**config.mk**
```make
export PLATFORM = sky130hd
export DESIGN_NAME = traffic_light_with_pedestrian_controller_flat
export DESIGN_NICKNAME = d
export VERILOG_FILES = /design/src/rtl/tlp_pkg.sv /design/src/rtl/tlp_stream_if.sv /design/src/rtl/traffic_light_with_pedestrian_controller.sv /design/src/rtl/tlp_cfg.sv /design/src/rtl/tlp_core.sv /design/src/rtl/tlp_out.sv /design/src/flat_wrapper.sv
export SDC_FILE = /design/constraint.sdc
export NUM_CORES = 1
export LEC_CHECK = 0
export ABC_AREA = 1
export BUFFER_PORTS_ARGS = -buffer_cell sky130_fd_sc_hd__buf_2
export CORE_MARGIN = 2
export CORE_UTILIZATION = 60
export CTS_BUF_LIST = sky130_fd_sc_hd__clkbuf_2
export CTS_CLUSTER_SIZE = 8
export DETAILED_ROUTE_END_ITERATION = 12
export PLACE_DENSITY = 0.79
export SLEW_MARGIN = 25
export SYNTH_ARGS = -nofsm -noshare
export SYNTH_HDL_FRONTEND = slang
export SYNTH_SLANG_ARGS = --single-unit
export TNS_END_PERCENT = 5
```
**constraint.sdc**
```tcl
create_clock -name i_clk -period 3.55 [get_ports i_clk]
set_input_delay 0.355 -clock i_clk [delete_from_list [all_inputs] [get_ports i_clk]]
set_output_delay 0.355 -clock i_clk [all_outputs]
set_load 0.01 [all_outputs]
```
**src/rtl/tlp_pkg.sv**
```systemverilog
// Shared types, constants and lamp decode for the traffic light controller.
// No dependencies; the module files refer to it by scoped names.
package tlp_pkg;

    localparam int TIMER_WIDTH_DEF = 16;
    localparam int DUR_W           = 16;
    localparam int LIMIT_W         = 4;
    localparam int PHASE_W         = 4;
    localparam int CFG_IDX_W       = 3;
    localparam int CFG_DATA_W      = 16;

    typedef enum logic [PHASE_W-1:0] {
        PH_MAIN_GREEN  = 4'd0,
        PH_MAIN_WAIT   = 4'd1,
        PH_YELLOW_WALK = 4'd2,
        PH_YELLOW_SIDE = 4'd3,
        PH_WALK        = 4'd4,
        PH_BLINK_ON    = 4'd5,
        PH_BLINK_OFF   = 4'd6,
        PH_SIDE_GREEN  = 4'd7,
        PH_SIDE_YELLOW = 4'd8
    } t_phase;

    typedef enum logic [CFG_IDX_W-1:0] {
        CFG_MAIN_GREEN  = 3'd0,
        CFG_YELLOW      = 3'd1,
        CFG_WALK        = 3'd2,
        CFG_BLINK_HALF  = 3'd3,
        CFG_SIDE_GREEN  = 3'd4,
        CFG_BLINK_LIMIT = 3'd5
    } t_cfg_idx;

    typedef struct packed {
        logic [DUR_W-1:0]   main_green_ticks;
        logic [DUR_W-1:0]   yellow_ticks;
        logic [DUR_W-1:0]   walk_ticks;
        logic [DUR_W-1:0]   blink_half_ticks;
        logic [DUR_W-1:0]   side_green_ticks;
        logic [LIMIT_W-1:0] blink_half_limit;
    } t_cfg;

    localparam t_cfg CFG_RESET = '{
        main_green_ticks: 16'd10000,
        yellow_ticks:     16'd2000,
        walk_ticks:       16'd3000,
        blink_half_ticks: 16'd500,
        side_green_ticks: 16'd6000,
        blink_half_limit: 4'd4
    };

    typedef struct packed {
        logic ped_request;
        logic side_car;
    } t_req;

    typedef struct packed {
        logic               main_red;
        logic               main_yellow;
        logic               main_green;
        logic               side_red;
        logic               side_yellow;
        logic               side_green;
        logic               walk_red;
        logic               walk_green;
        logic [PHASE_W-1:0] phase;
    } t_res;

    function automatic t_res lamps(t_phase p);
        t_res r;
        r.main_red    = (p >= PH_WALK);
        r.main_yellow = (p == PH_YELLOW_WALK) || (p == PH_YELLOW_SIDE);
        r.main_green  = (p <= PH_MAIN_WAIT);
        r.side_red    = (p <= PH_BLINK_OFF);
        r.side_yellow = (p == PH_SIDE_YELLOW);
        r.side_green  = (p == PH_SIDE_GREEN);
        r.walk_red    = (p != PH_WALK) && (p != PH_BLINK_OFF);
        r.walk_green  = (p == PH_WALK);
        r.phase       = p;
        return r;
    endfunction

endpackage

```
**src/rtl/tlp_stream_if.sv**
```systemverilog
// Valid/ready stream interface with a typed payload.
// Payload types come from tlp_pkg at the point of instantiation.
interface tlp_stream_if #(parameter type t_payload = logic);
    logic     valid;
    logic     ready;
    t_payload payload;

    modport source (output valid, output payload, input ready);
    modport sink   (input valid, input payload, output ready);
endinterface

```
**src/rtl/traffic_light_with_pedestrian_controller.sv**
```systemverilog
// Top level of the traffic light controller with pedestrian crossing.
// Depends on tlp_pkg, tlp_stream_if, tlp_cfg, tlp_core and tlp_out.
//
//  port        dir   protocol      carries
//  i_req       in    valid/ready   one tick: ped_request, side_car
//  o_res       out   valid/ready   eight lamp drives and phase after the tick
//  i_cfg_*     in    write enable  register index 0..5 and 16-bit data
//
// One transaction per cycle while o_res is not stalled; the result is valid in the cycle after acceptance.
// The phase, timer and blink counter update in the accepting cycle.
// i_req.ready stays high while the result register is empty or being taken.
// Synchronous active-low reset restores the default durations and phase 0.
module traffic_light_with_pedestrian_controller #(
    parameter int TIMER_WIDTH = tlp_pkg::TIMER_WIDTH_DEF
) (
    input  logic                            i_clk,
    input  logic                            i_rst_n,
    input  logic                            i_cfg_we,
    input  logic [tlp_pkg::CFG_IDX_W-1:0]   i_cfg_idx,
    input  logic [tlp_pkg::CFG_DATA_W-1:0]  i_cfg_wdata,
    tlp_stream_if.sink                      i_req,
    tlp_stream_if.source                    o_res
);

    tlp_pkg::t_cfg   cfg;
    tlp_pkg::t_phase next_phase;
    logic            free;
    logic            step;

    assign i_req.ready = free;
    assign step        = i_req.valid && free;

    tlp_cfg u_cfg (
        .i_clk       (i_clk),
        .i_rst_n     (i_rst_n),
        .i_cfg_we    (i_cfg_we),
        .i_cfg_idx   (i_cfg_idx),
        .i_cfg_wdata (i_cfg_wdata),
        .o_cfg       (cfg)
    );

    tlp_core #(
        .TIMER_WIDTH (TIMER_WIDTH)
    ) u_core (
        .i_clk        (i_clk),
        .i_rst_n      (i_rst_n),
        .i_step       (step),
        .i_req        (i_req.payload),
        .i_cfg        (cfg),
        .o_next_phase (next_phase)
    );

    tlp_out u_out (
        .i_clk   (i_clk),
        .i_rst_n (i_rst_n),
        .i_load  (step),
        .i_phase (next_phase),
        .o_free  (free),
        .o_res   (o_res)
    );

endmodule

```
**src/rtl/tlp_cfg.sv**
```systemverilog
// Configuration register file for phase durations and blink limit.
// Depends on tlp_pkg.
module tlp_cfg (
    input  logic                               i_clk,
    input  logic                               i_rst_n,
    input  logic                               i_cfg_we,
    input  logic [tlp_pkg::CFG_IDX_W-1:0]      i_cfg_idx,
    input  logic [tlp_pkg::CFG_DATA_W-1:0]     i_cfg_wdata,
    output tlp_pkg::t_cfg                      o_cfg
);

    tlp_pkg::t_cfg r_cfg;
    tlp_pkg::t_cfg n_cfg;

    always_comb begin
        n_cfg = r_cfg;
        if (i_cfg_we) begin
            unique case (i_cfg_idx)
                tlp_pkg::CFG_MAIN_GREEN:  n_cfg.main_green_ticks = i_cfg_wdata;
                tlp_pkg::CFG_YELLOW:      n_cfg.yellow_ticks     = i_cfg_wdata;
                tlp_pkg::CFG_WALK:        n_cfg.walk_ticks       = i_cfg_wdata;
                tlp_pkg::CFG_BLINK_HALF:  n_cfg.blink_half_ticks = i_cfg_wdata;
                tlp_pkg::CFG_SIDE_GREEN:  n_cfg.side_green_ticks = i_cfg_wdata;
                tlp_pkg::CFG_BLINK_LIMIT: begin
                    n_cfg.blink_half_limit = i_cfg_wdata[tlp_pkg::LIMIT_W-1:0];
                end
                default: ;
            endcase
        end
    end

    always_ff @(posedge i_clk) begin
        if (!i_rst_n) begin
            r_cfg <= tlp_pkg::CFG_RESET;
        end else begin
            r_cfg <= n_cfg;
        end
    end

    assign o_cfg = r_cfg;

endmodule

```
**src/rtl/tlp_core.sv**
```systemverilog
// Phase sequencer: phase, tick timer, blink counter and served flag.
// Steps once per accepted transaction. Depends on tlp_pkg.
module tlp_core #(
    parameter int TIMER_WIDTH = tlp_pkg::TIMER_WIDTH_DEF
) (
    input  logic             i_clk,
    input  logic             i_rst_n,
    input  logic             i_step,
    input  tlp_pkg::t_req    i_req,
    input  tlp_pkg::t_cfg    i_cfg,
    output tlp_pkg::t_phase  o_next_phase
);

    localparam int CMP_W = (TIMER_WIDTH > tlp_pkg::DUR_W) ? TIMER_WIDTH : tlp_pkg::DUR_W;

    tlp_pkg::t_phase               r_phase, n_phase;
    logic [TIMER_WIDTH-1:0]        r_tick, n_tick;
    logic [tlp_pkg::LIMIT_W-1:0]   r_blink, n_blink;
    logic                          r_served, n_served;

    logic [tlp_pkg::DUR_W-1:0]     dur;
    logic [TIMER_WIDTH-1:0]        t_next;
    logic                          done;
    logic [tlp_pkg::LIMIT_W-1:0]   blink_inc;

    always_comb begin
        unique case (r_phase) inside
            tlp_pkg::PH_MAIN_GREEN:  dur = i_cfg.main_green_ticks;
            tlp_pkg::PH_YELLOW_WALK, tlp_pkg::PH_YELLOW_SIDE,
            tlp_pkg::PH_SIDE_YELLOW: dur = i_cfg.yellow_ticks;
            tlp_pkg::PH_WALK:        dur = i_cfg.walk_ticks;
            tlp_pkg::PH_BLINK_ON,
            tlp_pkg::PH_BLINK_OFF:   dur = i_cfg.blink_half_ticks;
            tlp_pkg::PH_SIDE_GREEN:  dur = i_cfg.side_green_ticks;
            default:                 dur = '0;
        endcase
    end

    // saturating tick count
    assign t_next    = (&r_tick) ? r_tick : r_tick + 1'b1;
    assign done      = (CMP_W'(t_next) >= CMP_W'(dur)) || (&t_next);
    assign blink_inc = (&r_blink) ? r_blink : r_blink + 1'b1;

    always_comb begin
        n_phase  = r_phase;
        n_tick   = r_tick;
        n_blink  = r_blink;
        n_served = r_served;
        unique case (r_phase)
            tlp_pkg::PH_MAIN_GREEN: begin
                n_tick = t_next;
                if (done) begin
                    n_phase = tlp_pkg::PH_MAIN_WAIT;
                    n_tick  = '0;
                end
            end
            tlp_pkg::PH_MAIN_WAIT: begin
                if (i_req.ped_request) begin
                    n_phase = tlp_pkg::PH_YELLOW_WALK;
                    n_tick  = '0;
                end else if (i_req.side_car) begin
                    n_phase = tlp_pkg::PH_YELLOW_SIDE;
                    n_tick  = '0;
                end
            end
            tlp_pkg::PH_YELLOW_WALK: begin
                n_tick = t_next;
                if (done) begin
                    n_phase = tlp_pkg::PH_WALK;
                    n_tick  = '0;
                end
            end
            tlp_pkg::PH_YELLOW_SIDE: begin
                n_tick = t_next;
                if (done) begin
                    n_phase = tlp_pkg::PH_SIDE_GREEN;
                    n_tick  = '0;
                end
            end
            tlp_pkg::PH_WALK: begin
                n_tick = t_next;
                if (done) begin
                    n_phase = tlp_pkg::PH_BLINK_ON;
                    n_tick  = '0;
                end
            end
            tlp_pkg::PH_BLINK_ON: begin
                n_tick = t_next;
                if (done) begin
                    n_blink = blink_inc;
                    n_phase = tlp_pkg::PH_BLINK_OFF;
                    n_tick  = '0;
                end
            end
            tlp_pkg::PH_BLINK_OFF: begin
                n_tick = t_next;
                if (done) begin
                    n_tick = '0;
                    if (blink_inc >= i_cfg.blink_half_limit) begin
                        n_blink = '0;
                        n_phase = i_req.side_car ? tlp_pkg::PH_SIDE_GREEN
                                                 : tlp_pkg::PH_MAIN_GREEN;
                    end else begin
                        n_blink = blink_inc;
                        n_phase = tlp_pkg::PH_BLINK_ON;
                    end
                end
            end
            tlp_pkg::PH_SIDE_GREEN: begin
                n_tick = t_next;
                if (done) begin
                    n_phase = tlp_pkg::PH_SIDE_YELLOW;
                    n_tick  = '0;
                end
            end
            tlp_pkg::PH_SIDE_YELLOW: begin
                n_tick = t_next;
                if (done) begin
                    n_phase = (i_req.ped_request && !r_served) ? tlp_pkg::PH_WALK
                                                               : tlp_pkg::PH_MAIN_GREEN;
                    n_tick  = '0;
                end
            end
            default: begin
                n_phase = tlp_pkg::PH_MAIN_GREEN;
                n_tick  = '0;
            end
        endcase
        // served flag follows the phase being entered or held
        if (n_phase == tlp_pkg::PH_MAIN_GREEN) n_served = 1'b0;
        if (n_phase == tlp_pkg::PH_WALK)       n_served = 1'b1;
    end

    always_ff @(posedge i_clk) begin
        if (!i_rst_n) begin
            r_phase  <= tlp_pkg::PH_MAIN_GREEN;
            r_tick   <= '0;
            r_blink  <= '0;
            r_served <= 1'b0;
        end else if (i_step) begin
            r_phase  <= n_phase;
            r_tick   <= n_tick;
            r_blink  <= n_blink;
            r_served <= n_served;
        end
    end

    assign o_next_phase = n_phase;

`ifndef SYNTHESIS
    a_blink_idle: assert property (@(posedge i_clk) disable iff (!i_rst_n)
        (r_phase != tlp_pkg::PH_BLINK_ON && r_phase != tlp_pkg::PH_BLINK_OFF)
        |-> (r_blink == '0))
        else $error("blink count nonzero outside blink phases");

    a_wait_tick: assert property (@(posedge i_clk) disable iff (!i_rst_n)
        (r_phase == tlp_pkg::PH_MAIN_WAIT) |-> (r_tick == '0))
        else $error("timer running in wait phase");

    a_blink_served: assert property (@(posedge i_clk) disable iff (!i_rst_n)
        (r_phase == tlp_pkg::PH_BLINK_ON || r_phase == tlp_pkg::PH_BLINK_OFF)
        |-> r_served)
        else $error("blink phase without walk served");

    a_phase_tick: assert property (@(posedge i_clk) disable iff (!i_rst_n)
        (i_step && n_phase != r_phase) |=> (r_tick == '0))
        else $error("timer not cleared on phase change");

    a_hold: assert property (@(posedge i_clk) disable iff (!i_rst_n)
        !i_step |=> $stable(r_phase) && $stable(r_tick))
        else $error("state moved without a transaction");
`endif

endmodule

```
**src/rtl/tlp_out.sv**
```systemverilog
// Result register: lamp decode of the new phase and output handshake.
// Depends on tlp_pkg and tlp_stream_if.
module tlp_out (
    input  logic             i_clk,
    input  logic             i_rst_n,
    input  logic             i_load,
    input  tlp_pkg::t_phase  i_phase,
    output logic             o_free,
    tlp_stream_if.source     o_res
);

    logic          r_valid;
    tlp_pkg::t_res r_payload;

    assign o_free = !r_valid || o_res.ready;

    always_ff @(posedge i_clk) begin
        if (!i_rst_n) begin
            r_valid <= 1'b0;
        end else if (i_load) begin
            r_valid <= 1'b1;
        end else if (o_res.ready) begin
            r_valid <= 1'b0;
        end
    end

    always_ff @(posedge i_clk) begin
        if (i_load) begin
            r_payload <= tlp_pkg::lamps(i_phase);
        end
    end

    assign o_res.valid   = r_valid;
    assign o_res.payload = r_payload;

endmodule
```
**src/flat_wrapper.sv**
```systemverilog
// flat-port wrapper written by rule: the top's interface ports become plain ports
module traffic_light_with_pedestrian_controller_flat 
#(
    parameter int TIMER_WIDTH = tlp_pkg::TIMER_WIDTH_DEF
)
  (i_clk, i_rst_n, i_cfg_we, i_cfg_idx, i_cfg_wdata, i_req_valid, i_req_payload, i_req_ready, o_res_valid, o_res_payload, o_res_ready);
  tlp_stream_if i_req_i ();
  tlp_stream_if o_res_i ();
  input  logic i_clk;
  input  logic i_rst_n;
  input  logic i_cfg_we;
  input  logic [tlp_pkg::CFG_IDX_W-1:0] i_cfg_idx;
  input  logic [tlp_pkg::CFG_DATA_W-1:0] i_cfg_wdata;
  input wire logic [$bits(i_req_i.valid)-1:0] i_req_valid;
  input wire logic [$bits(i_req_i.payload)-1:0] i_req_payload;
  output wire logic [$bits(i_req_i.ready)-1:0] i_req_ready;
  output wire logic [$bits(o_res_i.valid)-1:0] o_res_valid;
  output wire logic [$bits(o_res_i.payload)-1:0] o_res_payload;
  input wire logic [$bits(o_res_i.ready)-1:0] o_res_ready;
  assign i_req_i.valid = i_req_valid;
  assign i_req_i.payload = i_req_payload;
  assign i_req_ready = i_req_i.ready;
  assign o_res_valid = o_res_i.valid;
  assign o_res_payload = o_res_i.payload;
  assign o_res_i.ready = o_res_ready;
  traffic_light_with_pedestrian_controller #(.TIMER_WIDTH(TIMER_WIDTH)) u_core (.i_clk(i_clk), .i_rst_n(i_rst_n), .i_cfg_we(i_cfg_we), .i_cfg_idx(i_cfg_idx), .i_cfg_wdata(i_cfg_wdata), .i_req(i_req_i), .o_res(o_res_i));
endmodule
```
=== Word level (Yosys, flattened, before mapping) ===
Cells that the tools add are included.

* Register bits: 110
* Latch bits: 0
* Bits in writable memories: 0
* ROM bits: 0
* Output and inout port bits: 3
* Memories: 0

* Add/sub/neg operators: 2
* Multipliers: 0
* Divide/modulo/power cells: 0
* Order comparisons: 2
* Equality and inequality tests: 16
* Shift-type cells: 0
* Multiplexer cells: 24
* Bitwise operators: 0
* Reductions and logical operators: 22

{| class="wikitable"
|+ Operator list
! cell !! number
|-
| case mux 16 bit (5 select lines) || 1
|-
| two-way mux 4 bit || 13
|-
| two-way mux 16 bit || 3
|-
| case mux 4 bit (9 select lines) || 1
|-
| case mux 16 bit (2 select lines) || 1
|-
| AND reduction 16 bit || 2
|-
| adder 16 x 1 -> 16 bit (second input constant) || 1
|-
| equality test 4 x 3 -> 1 bit (second input constant) || 4
|-
| greater-or-equal comparator 16 bit || 1
|-
| AND reduction 2 bit || 7
|-
| equality test 4 x 2 -> 1 bit (second input constant) || 2
|-
| case mux 4 bit (2 select lines) || 1
|-
| AND reduction 4 bit || 2
|-
| OR reduction 8 bit || 1
|-
| equality test 3 x 2 -> 1 bit (second input constant) || 2
|-
| equality test 3 bit (second input constant) || 2
|-
| two-way mux 3 bit || 2
|-
| inequality test 2 bit (second input constant) || 3
|-
| adder 4 x 1 -> 4 bit (second input constant) || 1
|-
| equality test 4 x 1 -> 1 bit (second input constant) || 1
|-
| equality test 4 bit (second input constant) || 1
|-
| greater-or-equal comparator 4 bit || 1
|-
| zero test 4 bit || 1
|-
| nonzero test 2 bit || 2
|-
| 8 further kinds || 10
|}

=== Logic depth before layout (Yosys ltp) ===
Gate-level depths: netlist of the first run.

* Depth in word-level cells: 7
* Gate-level depth with buffers: 23
* Depth with buffers taken out: 22

=== By module ===
Synthesis of the first run repeated with hierarchy kept, for this count alone.

* Cells, all modules: 944
* Area total of the unflattened synthesis: 6200.9 um^2

{| class="wikitable"
|+ By module, submodules not included
! module !! instances !! cells each !! area an instance (um^2) !! seq. area each (um^2)
|-
| tlp_cfg || 1 || 452 || 3259.4 || 1681.6
|-
| tlp_core || 1 || 482 || 2854.0 || 500.5
|-
| tlp_out || 1 || 7 || 76.3 || 50.0
|-
| traffic_light_with_pedestrian_controller || 1 || 3 || 11.3 || 0.0
|}

=== Worst setup path after synthesis of the first run ===
OpenSTA, ideal clock, no wires.

* Path type: register to register
* Start: register u_core.u_core.r_phase[1]
* End: register u_core.u_core.r_tick[10]
* Library setup time: 0.070 ns
* Arrival time: 2.885 ns
* Setup slack: 0.595 ns
* Cell stages (with the launch flop): 21
* Path buffers: 2
* Period minus slack after synthesis: 2.955 ns
* Cell sequence: dfxtp_1 nor2_1 inv_1 o21ai_1 clkbuf_1 nand2_1 o21ai_0 a211oi_1 ha_1 nand2_1 inv_1 o21ai_0 a21oi_1 nor2_1 o21ai_0 nor2_1 nand2_4 inv_4 buf_6 nand3_2 a21oi_2

* Word-level cells in the longest chain between the ends: 7
* Elaborated cells on any way between the ends: 19

{| class="wikitable"
|+ RTL lines
! what !! line !! text
|-
| start, declared || tlp_core.sv:16 || <nowiki>tlp_pkg::t_phase r_phase, n_phase;</nowiki>
|-
| start signal, assigned || tlp_core.sv:136 || <nowiki>r_phase <= tlp_pkg::PH_MAIN_GREEN;</nowiki>
|-
| start signal, assigned || tlp_core.sv:141 || <nowiki>r_phase <= n_phase;</nowiki>
|-
| equality test 4 x 2 -> 1 bit (tied with other cells) || tlp_core.sv:49 || <nowiki>unique case (r_phase)</nowiki>
|-
| OR reduction 3 bit / OR reduction 2 bit (equally long branches) || tlp_core.sv:27 || <nowiki>unique case (r_phase) inside</nowiki>
|-
| case mux 16 bit (5 select lines) || tlp_core.sv:27 ||
|-
| greater-or-equal comparator 16 bit || tlp_core.sv:41 || <nowiki>assign done = (CMP_W'(t_next) >= CMP_W'(dur)) || (&t_next);</nowiki>
|-
| logical OR 1 bit || tlp_core.sv:41 ||
|-
| two-way mux 16 bit || - ||
|-
| case mux 16 bit (2 select lines) || tlp_core.sv:49 ||
|-
| end signal, assigned || tlp_core.sv:142 || <nowiki>r_tick <= n_tick;</nowiki>
|-
| end, declared || tlp_core.sv:17 || <nowiki>logic [TIMER_WIDTH-1:0] r_tick, n_tick;</nowiki>
|}

Several ways; a longest one is shown, not always the timed one.
A chain may end at the register's enable or synchronous reset.

=== Final worst setup path of the first run ===
* Start: register u_core.u_core.r_phase[2]
* End: register u_core.u_core.r_tick[2]

Same word-level chain as after synthesis.

==> impl_metrics.py, run 1 <==
metrics = {
    "placement": {
        "dpl.cell_count": 943,
        "port_buffers": 27,
        "gp_routability_congestion": 0.864,
        "dp_hpwl_um": 10500,
    },
    "hold_path": {
        "worstHoldStart": "i_req_payload",
        "hold_path_sink": "u_core.u_core.r_phase[1]",
        "hold_path_class": "in2reg",
        "whs_path_depth": 5,
    },
    "timing": {
        "timing.clock.skew_ns": 0.0277,
        "worstMarginPinSlew_ns": 0.959,
        "timing_max_transition_violations_final": 0,
        "grt_setup_unrepaired": "no",
        "finalSetupViolCount": 0,
        "final_period_utilization_pct": 93.7,
        "summed_negative_setup_slack_over_all_endpoints_ns": 0,
        "timing.slew.headroom_pct": 36.0,
        "timing.fmax_ghz": 0.301,
        "period_minus_slack_ns": 3.33,
        "timing.final.hold_violations": 0,
    },
    "logic_synthesis": {
        "synthesis.nets": 851,
        "synthesis.area_sq_mm": 0.00576,
        "ys_ff_latch": 110,
        "synth_edf_count": 1,
        "post_synth.cell_area_avg_sq_um": 7.16,
        "synth_seq_area_share_pct": 38.4,
        "synthFlopType": "dfxtp_1",
        "count_of_distinct_cell_types_in_the_synthesized_netlist": 42,
        "fraction_of_registers_with_async_set_reset_pct": 0,
        "mapped_cells": 804,
        "yosys_warnings": 0,
    },
    "global_route": {
        "grt_antenna_before_repair": 0,
        "number_of_global_route_vias_before_repair": 5196,
        "grt_first_pass_wirelength_um": 24700,
        "grt_usage_pct": 30.1,
        "overflow": 0,
        "maximum_number_of_pins_on_one_net_before_global_route_repair": 87,
    },
    "clock_tree": {
        "clock_insertion_delay_at_the_later_pin_of_the_skew_report_ns": 0.65,
        "cts_max_level": 3,
        "clock_tree_from_tritoncts": "built",
        "clkSinkCount": 110,
        "clockRootBuffer": "clkbuf_2",
        "cts.path.max_buffers": 2,
        "worst_setup_hold_path_clk_slew_ns": 0.31,
        "number_of_buffers_inserted_during_clock_tree_synthesis": 9,
    },
    "flow_run": {
        "timing.max_cap.violations": 0,
    },
    "cells_and_area": {
        "filler_cell_count": 828,
        "n_antenna_cell": 0,
        "areaGrowthSynthToFinish_pct": 10.7,
        "final_cell_count_no_fill": 977,
        "mostFrequentLayoutCell": "nand2_1",
        "mostFrequentLayoutCells": "nand2_1 (161), dfxtp_1 (108), nor2_1 (94)",
        "drive_gt1_share_pct": 13.3,
        "nets": 890,
    },
    "worst_setup_path": {
        "path_common_cell": "inv_1",
        "cpLargestDelayFamily": "compound AO/OA/AOI/OAI gates",
        "worstPathRequired_ns": 4.13,
        "setup.worst_path.class": "reg2reg",
        "cp.buffers_inverters": 5,
        "critical_path.startpoint_type": "flop",
        "timing.critical_path.cells": "inv_1 > nor2_2 > inv_1 > nor2_1 > inv_1 > nor2_1 > nor2_1 > inv_1 > a221oi_1 > ha_1 > nand2_1 > o21ai_0 > a21oi_1 > o21ai_0 > nor2_2 > nand2_4 > inv_6 > nand3_1 > a21oi_1",
        "timing.critical_path.slowest_cell_delay_ns": 0.46,
        "crit-reg2reg-capture": "u_core.u_core.r_tick[2]",
        "critPathSlowestCell": "a221oi_1",
        "arrival_time_of_the_worst_setup_path_ns": 3.90,
        "regToRegSetupSlack_ns": 0.22,
        "timing.critical_path.fanout_max": 17,
        "critical_path.endpoint_type": "flop",
        "reg2reg_from": "u_core.u_core.r_phase[2]",
        "reg2reg_depth": 19,
    },
    "die": {
        "start_util_pct": 62.0,
        "rows": 35,
        "chipHeight_um": 102,
        "die_width_um": 102,
        "die_outline_area_sq_mm": 0.0104,
        "num_io_pins": 28,
        "fp.coreArea_sq_mm": 0.00928,
    },
    "power_and_ir_drop": {
        "p_leak_uw": 0.00275,
        "maximum_vdd_drop_v": 0.000347,
        "power_density_mw_per_mm2": 342,
    },
    "routing": {
        "route.detailed.drc": 0,
        "via_per_inst": 5.68,
        "firstDrtPassIters": 6,
        "vias": 5548,
        "drt_wl_total_um": 15100,
        "detail-route-antenna-nets": 0,
        "wire_per_inst_um": 15.4,
        "initial_drt_markers": 429,
    },
    "outcome": {
        "run_status": "finished clean",
    },
}
## flip-flops by register name (all words and copies together) (netlist names)
| signal | cells |
|---|---|
| u_core.u_cfg.o_cfg | 84 |
| u_core.u_core.r_blink | 4 |
| u_core.u_core.r_phase | 4 |
| u_core.u_core.r_tick | 16 |
| u_core.u_out.o_res.payload | 1 |
| u_core.u_out.o_res.valid | 1 |
## synthesized netlist by cell type (8+ instances only)
library cell,count,area [sq um]
nand2_1,161,604
dfxtp_1,109,2180
nor2_1,96,360
inv_1,92,345
o21ai_0,69,345
a21oi_1,50,250
nand3_1,45,225
clkbuf_1,26,97.6
ha_1,22,275
o211ai_1,17,128
nand3_2,13,130
a21oi_2,11,96.3
nand4_1,9,56.3
a211oi_1,8,60.1
nor2_2,8,50.1
o22ai_1,8,50.1
## tightest hold or removal path, stage by stage
cell     delay, ns
buf_2         0.12
nand2_1       0.06
nand2_1       0.05
nand2_1       0.06
a21oi_1       0.05
## cell families (layout without fill, tap and decap cells)
family	Yosys count	count (layout)	synth area share (%)
adders and majority gates	22	22	4.78
AOI/OAI and AO/OA	193	193	20.1
xor gates and xnor gates	5	5	0.760
and+or+nand+nor	348	348	27.4
DFF	110	110	38.4
buffers and inverters	126	170	8.54
## per-stage QoR
| step | power (uW) | area [sq um] | hold WS [ns] | setup slack [ns] | utilization [%] |
|---|---|---|---|---|---|
| finish | 2180 | 6380 | 0.0673 | 0.223 | 68.7 |
| global route | 2260 | 6380 | 0.0781 | 0.0252 | 68.7 |
| CTS | 2190 | 6360 | 0.0402 | 0.0341 | 68.5 |
| detailed placement | 1530 | 6040 | 0.439 | 0.118 | 65.1 |
| global placement | 1530 | 6040 | 0.434 | 0.259 | 65.1 |
| floorplan | 1450 | 5760 | 0.425 | 0.595 | - |
## cell type report
class | instances | area (sq um) | area share [%]
Clock inverter | 7 | 88.8 | 1.39
Inverter | 96 | 365 | 5.73
Multi-Input combinational cell | 568 | 3080 | 48.3
Tap cell | 129 | 161 | 2.53
Timing Repair Buffer | 58 | 425 | 6.67
Clock buffer | 9 | 45.0 | 0.706
Sequential cell | 110 | 2210 | 34.7
## metal layers
metal  vias up  track usage, %  wire (um)
met5         -               0          0
met4         0            9.44        266
met3        34            5.47       1050
met2       219            51.3       7270
met1      2541            39.0       6480
li1       2754               -          -
## repair_timing
item,4_1_cts,5_1_grt
hold endpoints to repair,48,0
endpoints found under the setup margin,0,25
hold buffers,18,0
setup buffers,0,0
resized for setup,0,6
## power breakdown
group	switching, uW	internal, uW	leakage (uW)
sequential	18.5	1280	0.000897
combinational	151	84.0	0.00177
clock	464	183	0.0000820
## worst max path at each step
stage,start,end,slack [ns],cells after the start
final,u_core.u_core.r_phase[2],u_core.u_core.r_tick[2],0.22,19
after global routing,u_core.u_core.r_phase[2],u_core.u_core.r_phase[2],0.03,23
after CTS,u_core.u_core.r_phase[2],u_core.u_core.r_tick[2],0.03,19
after detailed placement,u_core.u_core.r_phase[2],u_core.u_core.r_phase[2],0.12,20
after global placement,u_core.u_core.r_phase[2],u_core.u_core.r_phase[2],0.26,18
after floorplan,u_core.u_core.r_phase[1],u_core.u_core.r_tick[10],0.59,20
No activity file was read; power rests on OpenSTA's default activity.
==> run 2, diff against run 1 <==
SYNTH_HIERARCHICAL = 1   (was default)
==> run 2 against run 1 <==
Effect of this change:
- register-to-register slack better by 0.05 ns
- non-clock buffer count unchanged
- fmax up 1.6%
- worst setup slack better by 0.052 ns
- critical path type unchanged
- die area up 7.3%
- critical path depth up 4
- power up 5.0%
- flip-flop and latch count up 1
- combinational power up 78%
==> impl_metrics.py, run 2 <==
metrics = {
    "worst_setup_path": {
        "crit-reg2reg-capture": "u_core/u_core/r_tick[13]",
        "timing.critical_path.fanout_max": 16,
        "setup.worst_path.class": "reg2reg",
        "critPathSlowestCell": "dfxtp_2",
        "critical_path.startpoint_type": "flop",
        "reg2reg_depth": 23,
        "worstPathRequired_ns": 4.07,
        "timing.critical_path.slowest_cell_delay_ns": 0.40,
        "reg2reg_from": "u_core/u_core/r_phase[2]",
        "regToRegSetupSlack_ns": 0.27,
        "critical_path.endpoint_type": "flop",
        "path_common_cell": "a21oi_1",
        "timing.critical_path.cells": "inv_2 > nor2_4 > inv_2 > nor3_2 > nor2_2 > inv_1 > buf_8 > a22oi_1 > o211ai_1 > a31oi_1 > ha_1 > nand2_1 > o21ai_0 > a21oi_1 > o21ai_1 > a21oi_1 > buf_4 > nand2_4 > inv_4 > nand3b_1 > inv_4 > nand2_1 > a21oi_1",
        "arrival_time_of_the_worst_setup_path_ns": 3.79,
    },
    "timing": {
        "period_minus_slack_ns": 3.28,
        "finalSetupViolCount": 0,
        "final_period_utilization_pct": 92.3,
        "timing.final.hold_violations": 0,
        "timing.fmax_ghz": 0.305,
        "timing_max_transition_violations_final": 0,
        "timing.clock.skew_ns": 0.0378,
        "timing.slew.headroom_pct": 49.3,
        "worstMarginPinSlew_ns": 0.760,
    },
    "clock_tree": {
        "cts.path.max_buffers": 2,
        "clock_insertion_delay_at_the_later_pin_of_the_skew_report_ns": 0.60,
        "clkSinkCount": 111,
        "clockRootBuffer": "clkbuf_2",
        "number_of_buffers_inserted_during_clock_tree_synthesis": 9,
        "cts_max_level": 3,
        "worst_setup_hold_path_clk_slew_ns": 0.31,
        "clock_tree_from_tritoncts": "built",
    },
    "cells_and_area": {
        "mostFrequentLayoutCells": "nand2_1 (281), nor2_1 (125), nand3_1 (124)",
        "final_cell_count_no_fill": 1119,
        "areaGrowthSynthToFinish_pct": 8.88,
        "nets": 1024,
        "largest_reg_flops": 84,
        "filler_cell_count": 978,
        "drive_gt1_share_pct": 12.0,
        "mostFrequentLayoutCell": "nand2_1",
    },
    "power_and_ir_drop": {
        "switching_share_pct": 32.8,
        "power.clock.fraction_pct": 23.8,
        "p_leak_uw": 0.00301,
        "final_power_uw": 2290,
        "maximum_vdd_drop_v": 0.000202,
        "comb_power_share_pct": 18.3,
        "switching_power_total_uw": 750,
        "power_density_mw_per_mm2": 339,
        "cellInternalPower_uw": 1540,
        "seq_power_share_pct": 57.9,
    },
    "die": {
        "die_width_um": 106,
        "chipHeight_um": 106,
        "rows": 37,
        "num_io_pins": 28,
        "fp.coreArea_sq_mm": 0.0102,
        "die_outline_area_sq_mm": 0.0112,
        "start_util_pct": 60.8,
    },
    "routing": {
        "vias": 6171,
        "firstDrtPassIters": 5,
        "drt_wl_total_um": 16100,
        "via_per_inst": 5.51,
        "route.detailed.drc": 0,
        "initial_drt_markers": 703,
        "wire_per_inst_um": 14.4,
        "detail-route-antenna-nets": 0,
    },
    "logic_synthesis": {
        "mapped_cells": 943,
        "post_synth.cell_area_avg_sq_um": 6.57,
        "synthesis.area_sq_mm": 0.00620,
        "yosys_warnings": 6,
    },
    "outcome": {
        "run_status": "finished clean",
    },
    "global_route": {
        "maximum_number_of_pins_on_one_net_before_global_route_repair": 60,
        "number_of_global_route_vias_before_repair": 5549,
        "overflow": 0,
        "grt_antenna_before_repair": 1,
        "grt_usage_pct": 29.7,
        "grt_first_pass_wirelength_um": 26900,
    },
    "hold_path": {
        "hold_path_class": "in2reg",
        "worstHoldStart": "i_cfg_wdata[14]",
        "hold_path_sink": "u_core/u_cfg/o_cfg[82]",
        "whs_path_depth": 5,
    },
    "placement": {
        "gp_routability_congestion": 0.925,
        "dpl.cell_count": 1088,
        "port_buffers": 27,
        "dp_hpwl_um": 10800,
    },
    "flow_run": {
        "timing.max_cap.violations": 0,
    },
}
## run 2: cell types whose count changed in the layout (fill, tap and decap cells not counted), moves of 12 or more
cell	previous run	this run
a21oi_1	50	38
a31oi_1	0	12
inv_1	92	74
nand2_1	161	281
nand3_1	45	124
nor2_1	94	125
o211ai_1	17	3
o21ai_0	69	16
## run 2: layer usage
metal / vias up / wire length (um) / track usage [%]
met5: - / 0 / 0
met4: 0 / 126 / 7.52
met3: 10 / 1110 / 4.14
met2: 216 / 7670 / 49.3
met1: 2829 / 7240 / 40.9
li1: 3116 / - / -
## run 2: worst max path at each step
stage / startpoint / end / slack (ns) / depth (start not counted)
floorplan: u_core/u_core/r_phase[2] / u_core/u_core/r_tick[13] / 0.11 / 25
global placement: u_core/u_core/r_phase[0] / u_core/u_core/r_tick[12] / 0.19 / 22
detailed placement: u_core/u_core/r_phase[2] / u_core/u_core/r_tick[13] / 0.11 / 25
CTS: u_core/u_core/r_phase[2] / u_core/u_core/r_tick[13] / 0.006 / 25
global route: u_core/u_core/r_phase[2] / u_core/u_core/r_served / -0.04 / 29
finish: u_core/u_core/r_phase[2] / u_core/u_core/r_tick[13] / 0.27 / 23
## run 2: area by class of cell
type                    instances  area [sq um]  share of cell area, %
multi-input cells             712          3490                   51.7
flip-flops and latches        111          2240                   33.2
repair buffers                 58           415                   6.16
inverters                      85           325                   4.82
well taps                     136           170                   2.52
clock inverters                 7          56.3                  0.834
clock buffers                   9          45.0                  0.668
diodes                          1          2.50                 0.0371
## run 2: what timing repair did
item / CTS / global route
resized for setup: 0 / 25
setup buffers: 0 / 1
setup endpoints to repair: 0 / 26
hold buffers: 13 / 0
endpoints found under the hold margin: 32 / 0
## run 2: stage by stage
step | hold WS [ns] | TNS, ns | util [%] | setup WS [ns] | area [sq um]
floorplan | 0.429 | 0 | - | 0.111 | 6200
global placement | 0.438 | 0 | 63.3 | 0.188 | 6450
detailed placement | 0.444 | 0 | 63.3 | 0.114 | 6450
CTS | 0.101 | 0 | 65.6 | 0.00603 | 6680
global route | 0.109 | -0.123 | 66.3 | -0.0402 | 6750
finish | 0.141 | 0 | 66.3 | 0.275 | 6750
## run 2: worst max-delay path, delay by kind of cell (launching register included)
family	cells	cell delay, ns
AO/OA/AOI/OAI	8	1.06
adder cells (fa/ha/maj)	1	0.28
buffers and inverters	7	0.82
flip-flops	1	0.40
AND/OR/NAND/NOR	7	0.63
## run 2: power groups by stage
stage	Clock (uW)	Combinational (uW)	Sequential [uW]
after floorplan	0	280	1340
after global placement	0	386	1340
after detailed placement	0	390	1350
after CTS	552	402	1320
after global routing	601	468	1330
final	545	418	1330
==> run 3, diff against run 2 <==
clock period = 3.6 ns   (was 3.55 ns; I/O delays follow)
==> run 3 against run 2 <==
Effect of this change:
- fmax is 2.2% lower
- non-clock buffer count stayed put
- core utilization is 0.63 points higher
- sequential share of layout area is 0.38 points lower
- via count hardly changed
- final area is 0.95% higher
- cell count hardly changed
- wire length is 0.71% higher
- combinational power is 1% higher
- power is 2.1% higher
- clock power is 11% higher
- flip-flop and latch count stayed put
==> impl_metrics.py, run 3 (synthesis results as in run 2) <==
metrics = {
    "routing": {
        "initial_drt_markers": 422,
        "wire_per_inst_um": 14.5,
        "route.detailed.drc": 0,
        "firstDrtPassIters": 5,
        "via_per_inst": 5.52,
        "detail-route-antenna-nets": 0,
        "drt_wl_total_um": 16300,
        "vias": 6175,
    },
    "worst_setup_path": {
        "critical_path.endpoint_type": "flop",
        "critical_path.startpoint_type": "flop",
        "setup.worst_path.end": "u_core/u_core/r_served",
        "worstPathRequired_ns": 4.10,
        "crit_start": "u_core/u_core/r_phase[2]",
        "reg2reg_depth": 26,
        "crit-reg2reg-capture": "u_core/u_core/r_served",
        "timing.critical_path.fanout_max": 7,
        "reg2reg_from": "u_core/u_core/r_phase[2]",
        "regToRegSetupSlack_ns": 0.25,
        "setup.worst_path.class": "reg2reg",
        "arrival_time_of_the_worst_setup_path_ns": 3.85,
    },
    "timing": {
        "final_period_utilization_pct": 93.0,
        "timing.slew.headroom_pct": 50.3,
        "timing.fmax_ghz": 0.299,
        "worstMarginPinSlew_ns": 0.744,
        "hold_ws_ns": 0.0330,
        "finalWorstSetupSlack_ns": 0.252,
        "timing.clock.skew_ns": 0.0289,
        "finalSetupViolCount": 0,
        "period_minus_slack_ns": 3.35,
        "timing_max_transition_violations_final": 0,
        "timing.final.hold_violations": 0,
    },
    "placement": {
        "gp_routability_congestion": 0.920,
        "port_buffers": 27,
        "placed_area_sq_mm": 0.00646,
        "dp_hpwl_um": 10900,
        "preCtsSetupSlack_ns": -0.00645,
    },
    "outcome": {
        "run_status": "finished clean",
    },
    "global_route": {
        "overflow": 0,
        "grt_usage_pct": 29.8,
        "number_of_global_route_vias_before_repair": 5574,
        "grt_first_pass_wirelength_um": 27000,
        "grt_antenna_before_repair": 0,
        "maximum_number_of_pins_on_one_net_before_global_route_repair": 60,
    },
    "clock_tree": {
        "clock_tree_from_tritoncts": "built",
        "worst_setup_hold_path_clk_slew_ns": 0.30,
        "clockRootBuffer": "clkbuf_2",
        "number_of_buffers_inserted_during_clock_tree_synthesis": 9,
        "cts_max_level": 3,
        "cts.path.max_buffers": 2,
        "clock_insertion_delay_at_the_later_pin_of_the_skew_report_ns": 0.58,
        "clkSinkCount": 111,
    },
    "cells_and_area": {
        "mostFrequentLayoutCells": "nand2_1 (282), nor2_1 (127), nand3_1 (124)",
        "largest_reg_flops": 84,
        "nets": 1024,
        "layout.cell_area.non_filler_sq_mm": 0.00681,
        "drive_gt1_share_pct": 12.1,
        "n_antenna_cell": 0,
        "areaGrowthSynthToFinish_pct": 9.91,
        "mostFrequentLayoutCell": "nand2_1",
    },
    "power_and_ir_drop": {
        "power_density_mw_per_mm2": 343,
        "p_leak_uw": 0.00303,
        "maximum_vdd_drop_v": 0.000192,
    },
    "die": {
        "start_util_pct": 60.8,
        "die_width_um": 106,
        "rows": 37,
        "chipHeight_um": 106,
        "die_outline_area_sq_mm": 0.0112,
        "num_io_pins": 28,
        "fp.coreArea_sq_mm": 0.0102,
    },
    "hold_path": {
        "hold_path_class": "in2reg",
    },
    "flow_run": {
        "timing.max_cap.violations": 0,
    },
}
run 3: cell count changes in the layout (fill, tap and decap cells not counted), moves of 2 or more:
cell and delta:
nor2_2 -3, nor2_1 +2, dfxtp_2 +2, a21oi_1 -2
dfxtp_4 -2, a21oi_2 +2, inv_6 -2
run 3: power by group:
group / internal (uW) / switching, uW
Combinational: 143 / 281
Clock: 175 / 431
Sequential: 1280 / 27.7
run 3: worst max-delay path, cell delays in order, from the launching register on:
cell     delay [ns]
dfxtp_2        0.39
inv_1          0.09
nor2_4         0.15
inv_2          0.07
nor3_4         0.24
nor2_4         0.09
inv_2          0.12
buf_8          0.14
buf_4          0.13
nand2_1        0.05
nand4_1        0.08
a31oi_1        0.05
ha_1           0.32
nand2_1        0.13
o21ai_0        0.10
a21oi_1        0.13
o21ai_1        0.09
a21oi_2        0.23
nand2_4        0.12
inv_4          0.09
nand2_1        0.05
nand2_1        0.07
nand2_2        0.08
nor2_4         0.09
nand3_1        0.07
nand2_1        0.08
nor2_2         0.04
run 3: worst min path at each step:
stage	startpoint	endpoint	slack, ns	cells after the start
after detailed placement	u_core/u_cfg/o_cfg[22]	u_core/u_cfg/o_cfg[22]	0.45	2
final	i_cfg_wdata[5]	u_core/u_cfg/o_cfg[9]	0.03	3
after global placement	u_core/u_cfg/o_cfg[25]	u_core/u_cfg/o_cfg[25]	0.44	2
after floorplan	u_core/u_cfg/o_cfg[24]	u_core/u_cfg/o_cfg[24]	0.43	2
after CTS	i_cfg_wdata[5]	u_core/u_cfg/o_cfg[9]	0.00006	3
after global routing	i_cfg_wdata[5]	u_core/u_cfg/o_cfg[9]	0.02	3
run 3: metrics by stage:
step	total power (uW)	instances	utilization, %	TNS [ns]
6_report	2340	1118	66.9	0
5_1_grt	2450	1118	66.9	-0.0707
4_1_cts	2330	1117	65.9	0
3_5_place_dp	1720	1089	63.4	-0.00914
3_3_place_gp	1710	1089	63.4	0
2_1_floorplan	1600	944	-	0
run 3: timing repair:
item,in CTS,in global routing
setup buffers,0,0
cloned,0,1
hold buffers,12,0
resized for setup,1,26
endpoints found under the hold margin,20,0
pin swaps,0,3
setup endpoints to repair,17,26
run 3: routing by layer:
metal  GRT usage, %  wire [um]
met5              0          0
met4           8.74        279
met3           3.03       1130
met2           49.0       7520
met1           41.5       7330
run 3: area by class of cell:
| cell class | instances | area [sq um] |
|---|---|---|
| flip-flops and latches | 111 | 2240 |
| fillers | 968 | 3370 |
| clock buffers | 10 | 50.0 |
| well taps | 136 | 170 |
| inverters | 85 | 328 |
| repair buffers | 58 | 430 |
| multi-input cells | 712 | 3510 |
| clock inverters | 6 | 81.3 |
